===== src/hw/rtl/gbfd_ram.sv =====
`timescale 1ns / 1ps

module gbfd_ram #(
  parameter int WIDTH = 8,
  parameter int DEPTH = 16
) (
  input  logic                                     clk,
  input  logic                                     we,
  input  logic [(DEPTH > 1 ? $clog2(DEPTH) : 1)-1:0] waddr,
  input  logic [WIDTH-1:0]                         wdata,
  input  logic [(DEPTH > 1 ? $clog2(DEPTH) : 1)-1:0] raddr,
  output logic [WIDTH-1:0]                         rdata
);

  logic [WIDTH-1:0] mem [DEPTH];

  // One write port and one registered read port.
  always_ff @(posedge clk) begin
    if (we) begin
      mem[waddr] <= wdata;
    end
    rdata <= mem[raddr];
  end

endmodule

===== config.mk =====
export PLATFORM = sky130hd
export DESIGN_NAME = gbfd_ram
export DESIGN_NICKNAME = d
export VERILOG_FILES = /design/src/hw/rtl/gbfd_ram.sv
export SDC_FILE = /design/constraint.sdc
export NUM_CORES = 1
export LEC_CHECK = 0
export ABC_AREA = 1
export BUFFER_PORTS_ARGS = -buffer_cell sky130_fd_sc_hd__buf_2
export CAP_MARGIN = 20
export CORE_UTILIZATION = 52
export CTS_CLUSTER_DIAMETER = 120
export DETAILED_ROUTE_END_ITERATION = 8
export GPL_ROUTABILITY_DRIVEN = 0
export PLACE_DENSITY = 0.66
export SLEW_MARGIN = 20
export SYNTH_ARGS = -nofsm -noshare
export SYNTH_HDL_FRONTEND = slang
export SYNTH_SLANG_ARGS = --single-unit
export TNS_END_PERCENT = 50

===== constraint.sdc =====
create_clock -name clk -period 1.5 [get_ports clk]
set_input_delay 0.225 -clock clk [delete_from_list [all_inputs] [get_ports clk]]
set_output_delay 0.225 -clock clk [all_outputs]
set_load 0.05 [all_outputs]

==> results by group <==
Run status
  • Status: completed

Clock tree
  • CTS H-Tree Depth: 4
  • Cts bufs inserted: 17
  • Root Driver: clkbuf_8
  • Clock transition at path regs: 50 ps
  • Post-CTS Hold Buffers: 0
  • Clock sinks: 136
  • CTS tree: done
  • Setup Buffers After CTS: 0
  • Post-CTS Resized: 0
  • Clk_lat worst skew: 510 ps
  • Max Root-Sink Buffers: 2

Placed design
  • Place WS: 109 ps
  • Input/output buffers: 25
  • Dpl hpwl: 7530 microns
  • Dpl cell area: 0.00612 sq mm
  • # placed instances: 716

Pwr
  • Sequential power share: 0.488
  • Pwr/cell area: 1310 mW/mm^2
  • Gate power share: 0.069
  • Switch Pwr: 0.00188 W
  • Leak: 2.91 nW
  • PnR Total Power: 0.00877 W
  • Clk pwr share: 0.444
  • Net Sw Frac: 0.215
  • P_int: 0.00689 W
  • Worst VDD drop: 906 uV

Global routing
  • Vias in the first global route: 3620
  • First-pass GRT wire length: 19400 microns
  • Overflow after GRT: 0
  • Largest net degree at the start of global routing: 58
  • Antenna violations before repair: 0
  • GRT Resource Usage Total: 0.236

Yosys
  • Mapped Avg Cell Area: 10.5 sq um
  • Cell with the most instances after synthesis: nand2_1
  • Synth Warn #: 0
  • Top_reg_cell synth: edfxtp_1
  • Netlist cell types: 12
  • Top cells by area, synth: edfxtp_1, nand2_1, nand3_1, inv_1, dfxtp_1
  • Post-Syn Area: 0.00577 sq mm
  • Yosys reg bits: 136
  • Post-synth top area share: 0.667
  • EDFF count, synth: 128
  • Synth Instances: 551
  • Cell taking the most area after synthesis: edfxtp_1
  • Post-synth ARST share: 0
  • Most frequent cells after synthesis: nand2_1, edfxtp_1, inv_1
  • Seq/Total Area, Yosys: 0.694
  • Mapped Nets: 569

Critical path
  • Crit path kind: reg -> out
  • Crit start category: flop
  • Cell chain of the critical path: buf_2
  • CP required: 1270 ps
  • CP Max Fanout: 1
  • CP peak stage delay: 350 ps
  • Slowest cell on crit path: dfxtp_1
  • CP Data Arrival Time: 1140 ps
  • Critical Path Source: rdata[6]
  • Crit path max-delay family: flip-flops
  • Buffers plus inverters on the worst setup path: 1
  • Crit. End Element: output port
  • RR Startpoint: mem[1][6]

Final layout
  • Layout area overhead: 15.6%
  • Number of nets in the layout: 613
  • Share of post-route cells with drive strength above 1: 0.126
  • Final Instance Area: 0.00667 sq mm
  • Post-route insts no fill: 744
  • N_diodes: 0

Run
  • MaxCap Viol Count: 0

STA
  • Fin. Hold Viols: 0
  • Final worst slack: 136 ps
  • Fin. max-slew vios: 0
  • Final setup viols: 0
  • Slew margin rel.: 0.598
  • Tcrit/Tclk final: 0.909
  • Worst-margin pin slew: 603 ps
  • Setup TNS Final: 0 ps
  • Fin crit period: 1360 ps
  • Max Freq: 733 MHz
  • Clock Skew: 5.30 ps
  • RSZ-0062 raised after global routing: no

Drt
  • WL final: 12200 microns
  • Via-to-Cell Ratio: 5.14
  • Starting DRT DRC Count: 295
  • DR vias: 3821
  • Remaining DRCs: 0
  • DR WL/cell: 16.5 microns
  • TritonRoute pass-1 iters: 5
  • DRT antenna net count: 0

Min path
  • HP Start: raddr[3]
  • Hold crit path type: in -> reg

Die
  • Initial Util: 0.532
  • Die H: 107 microns
  • DIE WIDTH: 107 microns
  • Core Region: 0.0108 sq mm
  • Core Rows: 38
  • Boundary Pins: 26
  • Die footprint: 0.0115 sq mm
==> final timing paths <==
kind	slack (ps)	depth (start not counted)	to
worst max-delay path	140	1	rdata[6]
worst min-delay path	60	3	rdata[6]
worst max register to register	450	6	rdata[6]
worst min register to register	660	6	rdata[2]
==> state kept, by name (all words and copies together), names as in the netlist <==
| name | flops |
|---|---|
| rdata | 8 |
| mem | 128 |
==> layout by cell type, fill, tap and decap left out, types with 4 or more instances in the layout <==
master | netlist | routed
buf_4 | 4 | 21
nor2_1 | 17 | 17
edfxtp_1 | 128 | 128
clkbuf_16 | 0 | 16
nand2_1 | 173 | 173
buf_2 | 13 | 25
clkinvlp_4 | 0 | 4
nand3_1 | 97 | 97
dfxtp_1 | 8 | 8
inv_1 | 100 | 100
==> stage by stage <==
stage	util	hold slack (ps)
floorplan	-	324
global placement	0.564	596
detailed placement	0.564	590
CTS	0.615	43.1
global route	0.615	57.3
finish	0.615	63.5
==> power groups by stage <==
stage          logic (W)  clock network, W  registers [W]
2_1_floorplan   0.000300                 0        0.00444
3_3_place_gp    0.000598                 0        0.00435
3_5_place_dp    0.000603                 0        0.00435
4_1_cts         0.000607           0.00393        0.00427
5_1_grt         0.000664           0.00411        0.00428
6_report        0.000604           0.00389        0.00427
==> per-layer routing <==
metal / up-vias / GRT usage / wire, microns
met2: 128 / 0.372 / 5900
met4: 0 / 0.0900 / 244
li1: 1860 / - / -
met3: 16 / 0.0617 / 680
met1: 1817 / 0.316 / 5420
met5: - / 0 / 0
==> kinds of logic after synthesis <==
kind of cell           synth area share
buffers and inverters            0.0952
DFF                               0.694
and+or+nand+nor                   0.210
==> area by class of cell <==
type / instances / area (sq um)
Tap cell: 140 / 175
Clock inverter: 10 / 133
Fill cell: 865 / 4170
Inverter: 102 / 383
Sequential cell: 136 / 4000
Multi-Input combinational cell: 289 / 1210
Clock buffer: 18 / 418
Timing Repair Buffer: 49 / 343
No activity file was read; power rests on OpenSTA's default activity.
